--- src/rtl/arpc_pkg.sv ---
// arp cache package: payload structs, table entry layout, operation codes,
// controller states and the command/status structs between controller and datapath
// no dependencies
package arpc_pkg;

    localparam int ENTRIES_DEF = 128;

    localparam int IP_W   = 32;
    localparam int MAC_W  = 48;
    localparam int AGE_W  = 8;
    localparam int CNT_W  = 8;
    localparam int FUNC_W = 2;

    localparam logic [FUNC_W-1:0] FUNC_LOOKUP = 2'd0;
    localparam logic [FUNC_W-1:0] FUNC_INSERT = 2'd1;
    localparam logic [FUNC_W-1:0] FUNC_TICK   = 2'd2;

    localparam logic [AGE_W-1:0] TIMEOUT_RESET = 8'd15;
    localparam logic [AGE_W-1:0] AGE_MAX       = 8'd255;
    localparam logic [CNT_W-1:0] EXP_MAX       = 8'd255;

    typedef struct packed {
        logic [FUNC_W-1:0] func;
        logic [IP_W-1:0]   ip_addr;
        logic [MAC_W-1:0]  mac_addr;
    } t_in_item;

    typedef struct packed {
        logic              found;
        logic [MAC_W-1:0]  found_mac;
        logic              inserted;
        logic              table_full;
        logic [CNT_W-1:0]  expired_count;
    } t_out_item;

    typedef struct packed {
        logic              valid;
        logic [AGE_W-1:0]  age;
        logic [IP_W-1:0]   ip;
        logic [MAC_W-1:0]  mac;
    } t_entry;

    localparam int ENTRY_W = $bits(t_entry);

    typedef enum logic [2:0] {
        ST_CLEAR,
        ST_IDLE,
        ST_SCAN,
        ST_DRAIN,
        ST_WRITE,
        ST_RESULT
    } t_state;

    typedef struct packed {
        logic start;
        logic clr_step;
        logic scan_step;
        logic ins_write;
        logic load_out;
    } t_cmd;

    typedef struct packed {
        logic cnt_last;
        logic is_insert;
        logic out_busy;
    } t_status;

endpackage

--- src/rtl/arpc_ctrl.sv ---
// arp cache controller: sequences clearing pass, table scan, insert write
// and result hand-off; depends on arpc_pkg
module arpc_ctrl (
    input  logic              i_clk,
    input  logic              i_rst_n,
    input  logic              i_in_valid,
    output logic              o_in_ready,
    input  arpc_pkg::t_status i_status,
    output arpc_pkg::t_cmd    o_cmd
);

    arpc_pkg::t_state r_state;
    arpc_pkg::t_state n_state;

    always_ff @(posedge i_clk) begin
        if (!i_rst_n) begin
            r_state <= arpc_pkg::ST_CLEAR;
        end else begin
            r_state <= n_state;
        end
    end

    always_comb begin
        n_state    = r_state;
        o_cmd      = '0;
        o_in_ready = 1'b0;
        case (r_state)
            arpc_pkg::ST_CLEAR: begin
                o_cmd.clr_step = 1'b1;
                if (i_status.cnt_last) begin
                    n_state = arpc_pkg::ST_IDLE;
                end
            end
            arpc_pkg::ST_IDLE: begin
                o_in_ready = 1'b1;
                if (i_in_valid) begin
                    o_cmd.start = 1'b1;
                    n_state     = arpc_pkg::ST_SCAN;
                end
            end
            arpc_pkg::ST_SCAN: begin
                o_cmd.scan_step = 1'b1;
                if (i_status.cnt_last) begin
                    n_state = arpc_pkg::ST_DRAIN;
                end
            end
            arpc_pkg::ST_DRAIN: begin
                n_state = i_status.is_insert ? arpc_pkg::ST_WRITE : arpc_pkg::ST_RESULT;
            end
            arpc_pkg::ST_WRITE: begin
                o_cmd.ins_write = 1'b1;
                n_state         = arpc_pkg::ST_RESULT;
            end
            arpc_pkg::ST_RESULT: begin
                if (!i_status.out_busy) begin
                    o_cmd.load_out = 1'b1;
                    n_state        = arpc_pkg::ST_IDLE;
                end
            end
            default: begin
                n_state = arpc_pkg::ST_CLEAR;
            end
        endcase
    end

endmodule

--- config.mk ---
export PLATFORM = sky130hd
export DESIGN_NAME = arpc_ctrl
export DESIGN_NICKNAME = d
export VERILOG_FILES = /design/src/rtl/arpc_pkg.sv /design/src/rtl/arpc_ctrl.sv
export SDC_FILE = /design/constraint.sdc
export NUM_CORES = 1
export LEC_CHECK = 0
export ABC_AREA = 1
export BUFFER_PORTS_ARGS = -buffer_cell sky130_fd_sc_hd__buf_2
export CAP_MARGIN = 20
export CORE_AREA = 2 2 39 41
export DETAILED_ROUTE_END_ITERATION = 10
export DIE_AREA = 0 0 41 43
export GPL_TIMING_DRIVEN = 0
export PLACE_DENSITY = 0.41
export SYNTH_ARGS = -nofsm -noshare
export SYNTH_HDL_FRONTEND = slang
export SYNTH_SLANG_ARGS = --single-unit
--- constraint.sdc ---
create_clock -name i_clk -period 1.2 [get_ports i_clk]
set_input_delay 0.36 -clock i_clk [delete_from_list [all_inputs] [get_ports i_clk]]
set_output_delay 0.36 -clock i_clk [all_outputs]
set_load 0.01 [all_outputs]
After elaboration in Yosys (flattened, before gate mapping)
Cells that the tools add are included.
{ "totals": {"out_inout_bits": 6, "wordCells": 26, "input_bits": 6, "regBits": 3} }
{ "op_classes": {"muxes": 14, "reduce_logical": 2, "n_eq_ne": 9} }
{ "ops": {"columns": ["op", "count"], "rows": [
  ["3-bit case mux with 6 select lines", 1],
  ["3-bit 2-to-1 mux", 4],
  ["1-bit 2-to-1 mux", 9],
  ["2-bit != test (second input constant)", 4],
  ["3-bit by 2-bit == test with 1-bit output (second input constant)", 2],
  ["3-bit == test (second input constant)", 2],
  ["4-bit AND reduction", 1],
  ["3-bit by 1-bit == test with 1-bit output (second input constant)", 1],
  ["3-bit logical NOT", 1]
]} }

Longest topological paths before layout
{ "logic_depth": {"ltp_word": 3, "ltp_mapped": 6} }

Least setup slack after synthesis
Ideal clock, no wire load.
{ "synth_timing": {"path_kind": "register to output", "start": "register r_state[0]", "end": "output port o_cmd[0] (netlist name)", "required_time_ns": 0.840, "t_arrival_ns": 0.799, "setup_slack_ns": 0.041, "stages_incl_launch_ff": 3, "cell_sequence": "dfxtp_1 inv_2 nor3_1"} }
{ "synth_rtl": {"columns": ["item", "line_no", "source"], "rows": [
  ["from (decl)", "arpc_ctrl.sv:12", "arpc_pkg::t_state r_state;"],
  ["from (signal assigned)", "arpc_ctrl.sv:17", "r_state <= arpc_pkg::ST_CLEAR;"],
  ["from (signal assigned)", "arpc_ctrl.sv:19", "r_state <= n_state;"],
  ["to (decl)", "arpc_ctrl.sv:9", "output arpc_pkg::t_cmd o_cmd"]
]} }

==> out/metrics.cfg <==
[logic_synthesis]
syn_area_per_cell_um2=6.16
netlist.area_leader.share=0.250
yosys.area.top_type=dfxtp_1
ys_types=13
syn_nets=45
ys_top_cells_by_area=dfxtp_1 (25%), nand2_1 (17%), nor2_1 (11%)
synth_warnings=0
synth_seq_cells=3
ys_seq_area_frac=0.250
synthesis.area_um2=240
postSynthCellCount=39

[final_layout]
antenna_cells=0
largest_register_ffs=3
finish.instance_area_um2=459
final_nets=69
syn_to_final_growth_pct=91.1
regMostFlops=r_state
final_cells=78
reg_top3=r_state (3)
final_core_utilization=0.332
drive_gt1_frac=0.597

[route]
wl_per_cell_um=8.87
wl_met2_um=351
drt-met1-wl_um=291
highest_layer=met4
drc=0
via_count=326
drtAntennaViolNets=0
wl_met3_um=28
viasPerCell=4.18
drt_first_pass_iters=4
drt_iter0_drc=4
drt-total-wl_um=692

[clock_tree]
clk_pin_slew_ns=0.04
insertion_delay_ns=0.24
cts_buffer_depth=2
cts_tree=built
cts-root-buf=clkbuf_4
htreeDepth=1
cts_buffers=3
cts_sinks=3

[die]
ios=12
start_util=0.174
die_x_um=41
coreArea_um2=1380
die_area_um2=1760
rows=14
dieHeight_um=43

[global_route]
grt_usage=0.0982
antenna_found_initial=0
grt_pass1_vias=274
grt_overflow=0
grt_pass1_wl_mm=1.09
grt_max_degree=6

[sta]
fin_worst_skew_ns=0.00284
setup-tns-final_ns=-0.613
period_share=1.10
slew-limit-headroom=0.892
max_clock_freq_mhz=757
rsz0062_at_grt=true
hold_ws_ns=0.352
hold_viol=0
maxSlewViolCount=0
setup_viol=6
fin_crit_ns=1.32
worst_pin_slew_ns=0.162
worst_slack_ns=-0.121

[power]
power_mw=0.815
power.leakage_nw=0.262
peakVddDrop_v=0.000357
power_density_nw_per_um2=1770

[critical_path]
arrival_ns=0.96
critPathLaunchType=register
critPathCaptureType=output pin
path_class=register to output pin
crit_required_ns=0.84
worstPathMaxFanout=3

[hold_path]
hp-class=input port to register

[placed_design]
gp_congestion=0.639
portBuffers=11
place_ws_ns=-0.00574
placed_cell_area_um2=315
dp_cells=66
hpwl_um=438

[status]
violations=setup timing
outcome=complete, but fails checks

[flow_run]
maxCapViolations=0

-- power breakdown --
part	switching [mW]	internal, mW
clock network	0.0591	0.125
logic	0.224	0.222
registers	0.0479	0.137
total	0.331	0.484
-- cell families after synthesis --
family | Yosys count | share of synthesized area
simple gates | 27 | 0.599
flops | 3 | 0.250
compound gates | 2 | 0.0417
buf+inv | 7 | 0.109
-- cell type report --
cell class | count | area (µm²)
sequential | 3 | 71.3
fill | 151 | 925
inverter | 7 | 33.8
multi-input combinational | 29 | 186
timing repair buffer | 19 | 121
tap | 16 | 20.0
clock buffer | 4 | 26.3
-- critical path, cell delays in order, from the launching register on --
cell,delay (ns)
dfxtp_4,0.36
nor2_4,0.11
nand2_2,0.05
nor2_1,0.07
buf_2,0.13
-- cell usage after synthesis --
library cell	count
nand3_2	1
nand3b_4	1
inv_1	4
inv_2	3
nand2_1	11
nor3_1	1
a21oi_1	2
nand4_2	1
nand3b_1	1
nand4_1	1
dfxtp_1	3
nand3_1	3
nor2_1	7
-- metal layers --
metal / GRT usage / vias to the layer above
li1: - / 172
met1: 0.0927 / 143
met2: 0.150 / 9
met3: 0.0314 / 2
met4: 0.100 / 0
met5: 0 / -
-- final timing paths --
| path | startpoint | to | slack, ns | cells past startpoint |
|---|---|---|---|---|
| setup / recovery | r_state[1]$_SDFFE_PN0P_ | o_cmd[4] | -0.12 | 4 |
| hold reg to reg | r_state[2]$_SDFFE_PN0P_ | r_state[2]$_SDFFE_PN0P_ | 0.69 | 4 |
| hold / removal | i_rst_n | r_state[1]$_SDFFE_PN0P_ | 0.35 | 3 |
| setup reg to reg | r_state[0]$_SDFFE_PN0P_ | r_state[1]$_SDFFE_PN0P_ | 0.09 | 8 |
-- placed cells by master (no fill, tap or decap), types with 2 or more instances in the layout --
master and count:
a21oi_1 2, buf_2 10, buf_4 8, clkbuf_4 3, dfxtp_4 3, inv_1 4, inv_4 3, nand2_1 8
nand2_4 2, nand3_1 3, nor2_1 5
-- what timing repair did --
action	4_1_cts	5_1_grt
gates resized for setup	15	4
pin swaps	3	2
hold buffers	0	0
setup endpoints to repair	6	6
buffers inserted	7	1
No activity file was read; power rests on OpenSTA's default activity.
